$ cat src/rtl/ffrm_pkg.sv
// ----------------------------------------------------------------------------
// ffrm_pkg: shared types and constants of the first-fit resource map
// Entry layout, sizes and result status codes.
// ----------------------------------------------------------------------------
`default_nettype none
package ffrm_pkg;
	localparam int MAP_ENTRIES = 64;
	localparam int UNIT_BITS   = 16;
	localparam int IDX_W       = $clog2(MAP_ENTRIES);
	localparam int CNT_W       = $clog2(MAP_ENTRIES + 1);

	typedef struct packed {
		logic [UNIT_BITS-1:0] start;
		logic [UNIT_BITS-1:0] length;
	} ext_t;

	typedef enum logic [1:0] {
		ST_DONE  = 2'd0,
		ST_NOFIT = 2'd1,
		ST_FULL  = 2'd2
	} status_t;
endpackage
`default_nettype wire

$ cat src/rtl/ffrm_ram.sv
// ----------------------------------------------------------------------------
// ffrm_ram: simple dual-port extent memory
// One write port, one read port with the read data registered.
// ----------------------------------------------------------------------------
`default_nettype none
module ffrm_ram #(
	parameter int DEPTH = 64,
	parameter int WIDTH = 32
) (
	input  wire                     clk,
	input  wire                     we,
	input  wire [$clog2(DEPTH)-1:0] waddr,
	input  wire [WIDTH-1:0]         wdata,
	input  wire [$clog2(DEPTH)-1:0] raddr,
	output logic [WIDTH-1:0]        rdata
);
	logic [WIDTH-1:0] mem [DEPTH];

	always_ff @(posedge clk) begin
		if (we) begin
			mem[waddr] <= wdata;
		end
		rdata <= mem[raddr];
	end
endmodule
`default_nettype wire

$ cat src/rtl/first_fit_resource_map.sv
// Work: the scan reads and checks the extents in order; an allocate that uses up its extent,
// or a free that merges both sides or inserts, then shifts the later extents one by one
// before the result beat is registered.
// Flow: one item in work at a time; the next beat is taken at the earliest together
// with the result beat.
// Reset empties the list at once (count to zero); no clearing pass is needed.
// ----------------------------------------------------------------------------
// first_fit_resource_map: first-fit allocator over a sorted free-extent list
// Allocates and frees extents, merging neighbours and keeping the list sorted.
// ----------------------------------------------------------------------------
`default_nettype none
module first_fit_resource_map (
	input  wire         clk,
	input  wire         arst_n,
	input  wire         in_valid,
	output logic        in_ready,
	input  wire         action,
	input  wire  [15:0] base_address,
	input  wire  [15:0] request_size,
	output logic        out_valid,
	input  wire         out_ready,
	output logic [15:0] granted_address,
	output logic [1:0]  status,
	output logic [6:0]  extent_count
);
	localparam int IW = ffrm_pkg::IDX_W;
	localparam int CW = ffrm_pkg::CNT_W;
	localparam int UB = ffrm_pkg::UNIT_BITS;

	typedef enum logic [8:0] {
		S_IDLE   = 9'b000000001,
		S_SRD    = 9'b000000010,
		S_SCHK   = 9'b000000100,
		S_FDEC   = 9'b000001000,
		S_SHD_RD = 9'b000010000,
		S_SHD_WR = 9'b000100000,
		S_SHU_RD = 9'b001000000,
		S_SHU_WR = 9'b010000000,
		S_FIN    = 9'b100000000
	} state_t;

	state_t              st_q, st_d;
	logic [CW-1:0]       idx_q, idx_d, cnt_q, cnt_d, held_q, held_d;
	ffrm_pkg::ext_t      prev_q, prev_d, cur_q, cur_d, rdata, wdata;
	ffrm_pkg::status_t   stat_q, stat_d;
	logic [UB-1:0]       gnt_q, gnt_d;
	logic                act_q;
	logic [UB-1:0]       addr_q, size_q;
	logic                we;
	logic [IW-1:0]       waddr, raddr;
	logic                in_acc;

	logic [UB:0]   lo_end, lo_sum, up_end, up_sum, a_len;
	logic [UB+1:0] both_sum;
	logic          low_ok, up_ok, both_ok;

	ffrm_ram #(.DEPTH(ffrm_pkg::MAP_ENTRIES), .WIDTH(2 * UB)) u_ram (
		.clk   (clk),
		.we    (we),
		.waddr (waddr),
		.wdata (wdata),
		.raddr (raddr),
		.rdata (rdata)
	);

	assign in_ready = (st_q == S_IDLE) && (!out_valid || out_ready);
	assign in_acc   = in_valid && in_ready;

	always_comb begin
		lo_end   = {1'b0, prev_q.start} + {1'b0, prev_q.length};
		lo_sum   = {1'b0, prev_q.length} + {1'b0, size_q};
		up_end   = {1'b0, addr_q} + {1'b0, size_q};
		up_sum   = {1'b0, size_q} + {1'b0, cur_q.length};
		both_sum = {1'b0, lo_sum} + {2'b00, cur_q.length};
		a_len    = {1'b0, rdata.length} - {1'b0, size_q};
		low_ok   = (idx_q != '0) && (lo_end == {1'b0, addr_q}) && !lo_sum[UB];
		up_ok    = (idx_q != held_q) && (up_end == {1'b0, cur_q.start});
		both_ok  = (both_sum[UB+1:UB] == 2'b00);
	end

	always_comb begin
		st_d   = st_q;
		idx_d  = idx_q;
		cnt_d  = cnt_q;
		held_d = held_q;
		prev_d = prev_q;
		cur_d  = cur_q;
		stat_d = stat_q;
		gnt_d  = gnt_q;
		we     = 1'b0;
		waddr  = idx_q[IW-1:0];
		wdata  = rdata;
		raddr  = idx_q[IW-1:0];
		case (st_q)
			S_IDLE: begin
				if (in_acc) begin
					idx_d  = '0;
					stat_d = ffrm_pkg::ST_DONE;
					gnt_d  = '0;
					st_d   = (action && request_size == '0) ? S_FIN : S_SRD;
				end
			end
			S_SRD: begin
				if (idx_q == held_q) begin
					if (!act_q) begin
						stat_d = ffrm_pkg::ST_NOFIT;
						st_d   = S_FIN;
					end else begin
						st_d = S_FDEC;
					end
				end else begin
					st_d = S_SCHK;
				end
			end
			S_SCHK: begin
				if (!act_q) begin
					if (rdata.length >= size_q) begin
						gnt_d = rdata.start;
						if (a_len[UB-1:0] != '0) begin
							we          = 1'b1;
							wdata.start  = rdata.start + size_q;
							wdata.length = a_len[UB-1:0];
							st_d        = S_FIN;
						end else begin
							cnt_d = idx_q;
							st_d  = S_SHD_RD;
						end
					end else begin
						idx_d = idx_q + 1'b1;
						st_d  = S_SRD;
					end
				end else if (rdata.start <= addr_q) begin
					prev_d = rdata;
					idx_d  = idx_q + 1'b1;
					st_d   = S_SRD;
				end else begin
					cur_d = rdata;
					st_d  = S_FDEC;
				end
			end
			S_FDEC: begin
				waddr = IW'(idx_q - 1'b1);
				if (low_ok) begin
					we          = 1'b1;
					wdata.start = prev_q.start;
					if (up_ok && both_ok) begin
						wdata.length = both_sum[UB-1:0];
						cnt_d        = idx_q;
						st_d         = S_SHD_RD;
					end else begin
						wdata.length = lo_sum[UB-1:0];
						st_d         = S_FIN;
					end
				end else if (up_ok && !up_sum[UB]) begin
					we           = 1'b1;
					waddr        = idx_q[IW-1:0];
					wdata.start  = addr_q;
					wdata.length = up_sum[UB-1:0];
					st_d         = S_FIN;
				end else if (held_q == CW'(ffrm_pkg::MAP_ENTRIES)) begin
					stat_d = ffrm_pkg::ST_FULL;
					st_d   = S_FIN;
				end else begin
					cnt_d = held_q;
					st_d  = S_SHU_RD;
				end
			end
			S_SHD_RD: begin
				raddr = IW'(cnt_q + 1'b1);
				if (CW'(cnt_q + 1'b1) == held_q) begin
					held_d = held_q - 1'b1;
					st_d   = S_FIN;
				end else begin
					st_d = S_SHD_WR;
				end
			end
			S_SHD_WR: begin
				we    = 1'b1;
				waddr = cnt_q[IW-1:0];
				cnt_d = cnt_q + 1'b1;
				st_d  = S_SHD_RD;
			end
			S_SHU_RD: begin
				raddr = IW'(cnt_q - 1'b1);
				if (cnt_q == idx_q) begin
					we           = 1'b1;
					waddr        = idx_q[IW-1:0];
					wdata.start  = addr_q;
					wdata.length = size_q;
					held_d       = held_q + 1'b1;
					st_d         = S_FIN;
				end else begin
					st_d = S_SHU_WR;
				end
			end
			S_SHU_WR: begin
				we    = 1'b1;
				waddr = cnt_q[IW-1:0];
				cnt_d = cnt_q - 1'b1;
				st_d  = S_SHU_RD;
			end
			S_FIN: begin
				st_d = S_IDLE;
			end
			default: begin
				st_d = S_IDLE;
			end
		endcase
	end

	always_ff @(posedge clk or negedge arst_n) begin
		if (!arst_n) begin
			st_q      <= S_IDLE;
			held_q    <= '0;
			out_valid <= 1'b0;
		end else begin
			st_q   <= st_d;
			held_q <= held_d;
			if (st_q == S_FIN) begin
				out_valid <= 1'b1;
			end else if (out_ready) begin
				out_valid <= 1'b0;
			end
		end
	end

	always_ff @(posedge clk) begin
		idx_q  <= idx_d;
		cnt_q  <= cnt_d;
		prev_q <= prev_d;
		cur_q  <= cur_d;
		stat_q <= stat_d;
		gnt_q  <= gnt_d;
		if (in_acc) begin
			act_q  <= action;
			addr_q <= base_address;
			size_q <= request_size;
		end
		if (st_q == S_FIN) begin
			granted_address <= gnt_q;
			status          <= stat_q;
			extent_count    <= 7'(held_q);
		end
	end

	// The list never grows past its capacity.
	a_held_max: assert property (@(posedge clk) disable iff (!arst_n)
		held_q <= CW'(ffrm_pkg::MAP_ENTRIES))
		else $error("extent count above capacity");

	// A dropped free is reported only against a full list.
	a_full: assert property (@(posedge clk) disable iff (!arst_n)
		(st_q == S_FIN && stat_q == ffrm_pkg::ST_FULL) |->
		held_q == CW'(ffrm_pkg::MAP_ENTRIES))
		else $error("full status with room left");

	// Writes land within the held list, or one past it while inserting.
	a_waddr: assert property (@(posedge clk) disable iff (!arst_n)
		we |-> ({1'b0, waddr} < held_q || (st_q == S_SHU_WR) || (st_q == S_SHU_RD)))
		else $error("write beyond held extents");

	// A failed or dropped request never carries an address.
	a_gnt: assert property (@(posedge clk) disable iff (!arst_n)
		(st_q == S_FIN && stat_q != ffrm_pkg::ST_DONE) |-> gnt_q == '0)
		else $error("address on failed request");
endmodule
`default_nettype wire

$ cat config.mk
export PLATFORM = sky130hd
export DESIGN_NAME = first_fit_resource_map
export DESIGN_NICKNAME = d
export VERILOG_FILES = /design/src/rtl/ffrm_pkg.sv /design/src/rtl/ffrm_ram.sv /design/src/rtl/first_fit_resource_map.sv
export SDC_FILE = /design/constraint.sdc
export NUM_CORES = 2
export LEC_CHECK = 0
export BUFFER_PORTS_ARGS = -buffer_cell sky130_fd_sc_hd__buf_2
export CAP_MARGIN = 25
export CORE_UTILIZATION = 45
export CTS_BUF_LIST = sky130_fd_sc_hd__clkbuf_8
export DETAILED_ROUTE_END_ITERATION = 8
export GPL_TIMING_DRIVEN = 0
export HOLD_SLACK_MARGIN = 0.05
export RECOVER_POWER = 100
export SYNTH_ARGS = -nofsm -noshare
export SYNTH_HDL_FRONTEND = slang
export SYNTH_SLANG_ARGS = --single-unit
export TNS_END_PERCENT = 5
$ cat constraint.sdc
create_clock -name clk -period 7.7 [get_ports clk]
set_input_delay 0.385 -clock clk [delete_from_list [all_inputs] [get_ports clk]]
set_output_delay 0.385 -clock clk [all_outputs]
set_load 0.02 [all_outputs]
# Word level (Yosys, flattened, before mapping)
# Memories as Yosys holds them, arrays and structs flattened. A register that Yosys moved wholly into a read port is not among the register bits.
# Index checks and enable logic that the tools add are counted.
# word_totals
n_memories	1
romBits	0
word_cells	160
register_bits	171
out_inout_bits	27
latch_bits	0
ramBits	2048
input_bits	37
# mem_list
memory	words	width	read_ports	rd_clocked_by_memory_dff	write_ports	line_no	text
u_ram.mem	64	32	1	1	1	ffrm_ram.sv:17	logic [WIDTH-1:0] mem [DEPTH];
# classes
muxes	65
mul	0
n_shift	0
reduce_logical	29
eq_ne	32
div	0
magnitude_cmp	2
n_bitwise	1
addsub	13
# ops
op	n
2-to-1 mux 32 bit	6
2-to-1 mux 9 bit	13
case mux 32 bit (3 select lines)	1
2-to-1 mux 7 bit	13
case mux 9 bit (8 select lines)	1
adder 16 x 16 -> 17 bit	4
2-to-1 mux 16 bit	4
== test 17 x 16 -> 1 bit	2
case mux 16 bit (2 select lines)	1
case mux 7 bit (2 select lines)	2
case mux 7 bit (4 select lines)	1
case mux 6 bit (2 select lines)	2
!= test 2 bit (second input constant)	11
adder 7 x 1 -> 7 bit (second input constant)	3
== test 7 bit	3
adder 17 x 16 -> 18 bit	1
adder 16 bit	1
greater-or-equal comparator 16 bit	1
<= comparator 16 bit	1
zero test 16 bit	1
nonzero test 16 bit	1
subtractor 16 bit	1
!= test 3 bit (second input constant)	5
AND reduction 7 bit	2
other kinds (31)	61

# Logic depth before layout (Yosys ltp)
# depth
word_depth	9
depth_mapped	23
depth_no_buf	22

# Hierarchy
# A second synthesis with hierarchy kept.
# hier_totals
cells_unflattened	4924
hier_area_um2	93427.1
# by_module_without_submodules
module	area_each_um2	instances	seq_area_each_um2	cells_each
ffrm_ram	78511.5	1	62139.6	3324
first_fit_resource_map	14915.6	1	5051.1	1600

# Worst setup path after synthesis
# Ideal clock, no wire load.
# synth_timing
path_kind	register to register
from	register size_q[0]
to	memory u_ram.mem[0][13] (data pin)
period_less_slack_ps	7621
stages_incl_launch_ff	14
setup_slack_ps	79
setup_time_ps	719
arrival_ps	6902
path_cell_list	edfxtp_1 ha_1 fa_1 a211o_1 a31oi_2 o22ai_1 or4_1 or4b_1 a2111o_1 or4b_4 nor2_2 buf_6 mux2i_1 o31ai_1
# synth_between
elab_chain_cells	7
elab_cells_between_ends	22
classes_between	add/sub (5); order compare (1); eq/ne (1); mux (7); reduce/logical (8)
# synth_lines
item	line_no	text
from (decl)	first_fit_resource_map.sv:48	logic [UB-1:0] addr_q, size_q;
from (signal assigned)	first_fit_resource_map.sv:237	size_q <= request_size;
adder 16 x 16 -> 17 bit, on equally long branches	first_fit_resource_map.sv:71, first_fit_resource_map.sv:72	
adder 17 x 16 -> 18 bit or == test 17 x 16 -> 1 bit (tied branches)	first_fit_resource_map.sv:74, first_fit_resource_map.sv:77	
zero test 2 bit or logical AND 1 bit (tied branches)	first_fit_resource_map.sv:78, first_fit_resource_map.sv:77	
logical AND 1 bit, on equally long branches	first_fit_resource_map.sv:146, first_fit_resource_map.sv:154	
2-to-1 mux 16 bit or 2-to-1 mux 32 bit (tied branches)	first_fit_resource_map.sv:146, first_fit_resource_map.sv:154	
2-to-1 mux 32 bit	first_fit_resource_map.sv:143	if (low_ok) begin
case mux 32 bit (3 select lines) (*)	first_fit_resource_map.sv:94	case (st_q)
via u_ram.wdata[13]	ffrm_ram.sv:13	input wire [WIDTH-1:0] wdata,
to (decl)	ffrm_ram.sv:17	
# The timed path passes the listed nets; every way through them passes the cells marked *.

# Worst setup path in the final report
# layout_timing
from	register st_q[7]
to	register u_ram.rdata[11], read port of u_ram.mem
# layout_between
elab_chain_cells	2
elab_cells_between_ends	3
classes_between	eq/ne (2); mux (1)
# layout_lines
item	line_no	text
from (decl)	first_fit_resource_map.sv:42	state_t st_q, st_d;
from (signal assigned)	first_fit_resource_map.sv:217	st_q <= st_d;
== test 9 x 7 -> 1 bit or == test 9 x 5 -> 1 bit (tied branches)	first_fit_resource_map.sv:94	
case mux 6 bit (2 select lines) (*)	first_fit_resource_map.sv:94	
to (decl)	ffrm_ram.sv:15	output logic [WIDTH-1:0] rdata
# Every way passes the cells marked *; elsewhere a longest branch is shown, timed or not.
# A chain may end at the register's enable or synchronous reset.

==> Flow_metrics.wiki <==
{| class="wikitable"
! Metric !! Value
|-
| Outcome || complete, but fails checks
|-
| Failing checks || max-capacitance violations, max-slew violations, negative setup slack
|-
| Sequential share of the synthesized area || 69.2%
|-
| Total power || 0.0389 W
|-
| Routed wire length per instance || 28.8 microns
|-
| Clock Skew || 76.4 ps
|-
| Proportion of power drawn by combinational gates || 32.0%
|-
| Main combinational cell family by area after synthesis || simple AND/OR/NAND/NOR gates
|-
| Min setup slack post-route || -157 ps
|-
| Crit share post-route || 102%
|-
| Number of detailed-route iterations in the first pass || 7
|-
| Slowest CP cell || clkdlybuf4s15_1
|-
| Total leakage power || 39.0 nW
|-
| Element type at the critical path start || register
|-
| Total area of multi-input combinational cells || 27800 sq um
|-
| Synth area leader || edfxtp_1
|-
| Initial Utilization || 45.3%
|-
| Mux contribution to synthesized area || 0.410%
|-
| Largest net degree at the start of global routing || 65
|-
| Synthesized area per cell || 12.6 sq um
|-
| Non-Filler Instances || 11700
|-
| Compound-Gate Fraction of Synth Area || 12.3%
|-
| Insertion delay to the later sink of the worst-skew pair || 1090 ps
|-
| Number of clock buffers inserted by TritonCTS || 391
|-
| Final cell area excluding filler cells || 112000 sq um
|-
| Class of the most critical setup path || register to register
|-
| Placement-stage cell area || 106000 sq um
|-
| Via count of the first global-routing pass || 66500
|-
| Worst reg-to-reg setup slack || -160 ps
|-
| Cells after Synth || 7702
|-
| Dominant delay contributor by cell family on the critical path || buffers and inverters
|-
| Number of placed I/O pins || 64
|-
| DP Cell Count || 10900
|-
| Cell internal power dissipation || 0.0242 W
|-
| Core area || 215000 sq um
|-
| CTS sink cnt || 2251
|-
| CTS tree || built
|-
| Mapped Nets || 7884
|-
| Die width || 467 microns
|-
| Congestion Overflow GR || 0
|-
| Area of the mapped netlist || 97100 sq um
|-
| XOR/XNOR Fraction of Synth Area || 1.30%
|-
| Number of synthesized flops with an enable pin || 2202
|-
| Simple-gate area share of the yosys netlist || 12.6%
|-
| Fraction of power spent switching nets || 37.8%
|-
| CTS root buffer || clkbuf_8
|-
| Core occupancy in the finished layout || 52.2%
|-
| Layout overhead on the synthesized area || 15.3%
|-
| First-pass GRT wire length || 473000 microns
|-
| Clock power frac || 26.4%
|-
| Final min period || 7860 ps
|-
| Overall via count from detail_route || 69400
|-
| Fmax || 0.127 GHz
|-
| Detail Route Antenna Nets || 0
|-
| Drt total wl || 336000 microns
|-
| Data arrival time of the worst path || 8740 ps
|-
| Antenna violations before repair || 23
|-
| Kind of end point of the critical path || register
|-
| Total of warnings raised by yosys || 0
|-
| Switching component of the power || 0.0147 W
|-
| Layout filler cell count || 18400
|-
| Buf+Inv Stages, Crit Path || 6
|-
| Unrepaired setup endpoints after global routing || false
|-
| Largest stage delay on the critical path || 850 ps
|-
| Critical path peak fanout || 12
|-
| Unique cell type count in the Yosys netlist || 97
|-
| Fraction of synthesis flops using an asynchronous set or reset pin || 0.755%
|-
| Die boundary height || 467 microns
|-
| Maximum clock insertion buffer count || 4
|-
| Number of max-slew violations in the final report || 267
|-
| Sequential power share || 41.6%
|-
| Dominant cell by count in the synthesized netlist || edfxtp_1
|-
| Routability-driven placement congestion ratio || 0.988
|-
| Sequential Area || 67200 sq um
|-
| Most used DFF post-synth || edfxtp_1
|-
| Floorplan row count || 170
|-
| Count of endpoints failing hold in the final timing report || 0
|-
| Peak supply drop || 0.000241 V
|-
| Class of the tightest hold or removal check || input pin to register
|-
| Clock transition at the registers of the reported paths || 60 ps
|-
| Portion of synthesized cell area occupied by the leading cell type || 68.1%
|-
| Cell breakdown of the critical path || clkbuf_1 > or4_1 > nor4_1 > and3b_1 > buf_2 > nor2_1 > o21ai_1 > buf_2 > buf_2 > clkdlybuf4s15_1 > buf_2 > nand2_1 > nand2_1 > a21oi_1 > o211ai_1 > nand4_1 > a221oi_1
|-
| Flops & latches, synth || 2251
|-
| Slew HR || -55.2%
|-
| Number of buffers inserted by port buffering || 63
|-
| Detailed placement HPWL || 244000 microns
|-
| Htree depth || 5
|-
| Pwr/cell area || 347 nW/um^2
|-
| Maximum Capacitance Violations || 15
|-
| Final nets || 8700
|-
| Residual DRC count || 0
|-
| Initial drt markers || 8805
|-
| Slew of the pin with the lowest slew margin || 2300 ps
|-
| Most frequent cell on the critical path || buf_2
|-
| Post-synthesis adder-cell area fraction || 1.93%
|-
| Most frequent cells after synthesis || edfxtp_1, nand2_1, a21oi_1
|-
| Share of post-route cells with drive strength above 1 || 9.84%
|-
| Dominant cells by area after synthesis || edfxtp_1, nand2_1, a211oi_1
|-
| Number of post-CTS setup repair buffers || 0
|-
| Die footprint || 218000 sq um
|-
| Final setup violation count || 95
|-
| Global-route usage over all layers || 30.4%
|-
| Crit path required time || 8580 ps
|-
| Number of vias per cell || 5.95
|}
## worst min-delay path: cells and delay by family
| kind | cells | cell delay, ps |
|---|---|---|
| simple gates | 2 | 180 |
| buf+inv | 2 | 610 |
## logic make-up (layout without fill, tap and decap cells)
logic type | after synthesis | in the layout
and+or+nand+nor | 2796 | 2796
DFF | 2251 | 2251
AOI/OAI and AO/OA | 1742 | 1742
buffers and inverters | 587 | 1696
adders and majority gates | 145 | 145
xor gates and xnor gates | 143 | 143
muxes | 38 | 38
other | 0 | 12
## cell usage in the layout, fill, tap and decap left out, types with 17 or more instances in the layout
master | Yosys | final
dlygate4sd3_1 | 0 | 71
buf_16 | 0 | 17
nor3_1 | 92 | 76
nand2b_1 | 21 | 21
nor4_1 | 18 | 18
nand4_1 | 52 | 52
a31oi_1 | 149 | 149
nor2_1 | 125 | 123
a21o_1 | 110 | 110
buf_1 | 44 | 42
a311oi_1 | 129 | 129
clkbuf_1 | 397 | 480
clkbuf_2 | 0 | 73
a211oi_1 | 332 | 332
buf_4 | 0 | 18
clkbuf_8 | 0 | 404
nand3_1 | 177 | 176
inv_1 | 88 | 223
dfxtp_1 | 32 | 32
xor2_1 | 48 | 48
buf_8 | 0 | 28
and2_1 | 280 | 269
xnor2_1 | 94 | 94
mux2i_1 | 24 | 24
ha_1 | 137 | 137
clkinv_1 | 0 | 88
a221oi_1 | 48 | 47
buf_6 | 1 | 72
o211ai_1 | 274 | 274
o21a_1 | 26 | 26
and2_0 | 14 | 25
o21ai_0 | 97 | 87
clkinv_2 | 0 | 33
nand2_1 | 1910 | 1910
a21oi_1 | 435 | 434
buf_12 | 0 | 24
edfxtp_1 | 2202 | 2202
buf_2 | 57 | 79
## final cells by class
type                       count  area share (%)
timing repair buffer         423            3.53
antenna                       12          0.0268
multi-input combinational   4864            24.9
inverter                      88           0.295
tap                         2838            3.17
sequential                  2251            60.0
buffer                       499            1.75
clock inverter               282            1.40
clock buffer                 404            4.97
## worst paths after layout
kind                            startpoint            endpoint  cells past startpoint
worst max register to register     st_q[7]     u_ram.rdata[11]                     17
worst min-delay path             out_ready           out_valid                      4
min in group asynchronous           arst_n             st_q[0]                      3
worst min register to register    gnt_q[7]  granted_address[7]                      0
max in group asynchronous           arst_n           held_q[4]                      4
worst max-delay path               st_q[7]     u_ram.rdata[11]                     17
## flip-flops by register name, summed over array words and instances, names as in the netlist
| signal | cells |
|---|---|
| u_ram.mem | 2048 |
| act_q | 1 |
| status | 2 |
| idx_q | 7 |
| out_valid | 1 |
| cnt_q | 7 |
| cur_q | 32 |
| stat_q | 2 |
| addr_q | 16 |
| u_ram.rdata | 32 |
| st_q | 9 |
| held_q | 7 |
| gnt_q | 16 |
| granted_address | 16 |
| size_q | 16 |
| extent_count | 7 |
| prev_q | 32 |
## power by group through the flow
stage	sequential [W]	combinational, W	clock, W
6_report	0.0162	0.0124	0.0102
3_5_place_dp	0.0163	0.0125	0
4_1_cts	0.0161	0.0126	0.0104
2_1_floorplan	0.0162	0.00597	0
3_3_place_gp	0.0173	0.0110	0
5_1_grt	0.0162	0.0129	0.0108
## stage by stage
stage	TNS [ps]	hold WS [ps]	setup WS (ps)
6_report	-4740	149	-157
5_1_grt	0	164	9.60
4_1_cts	0	85.3	31.7
3_5_place_dp	0	354	62.2
3_3_place_gp	-	342	-9510
2_1_floorplan	0	89.4	79.0
## repair_timing
item | 4_1_cts | 5_1_grt
resized for setup | 0 | 3
hold endpoints to repair | 66 | 0
hold buffers | 71 | 0
setup endpoints to repair | 0 | 3
## metal layers
layer	global-route usage, %	routed length (microns)	up-vias
met5	0	78	-
met2	46.2	149000	3726
met4	15.5	19400	10
li1	-	-	30500
met1	41.2	134000	34400
met3	6.48	33500	776
Note: power is estimated with default switching activity, not from simulation.
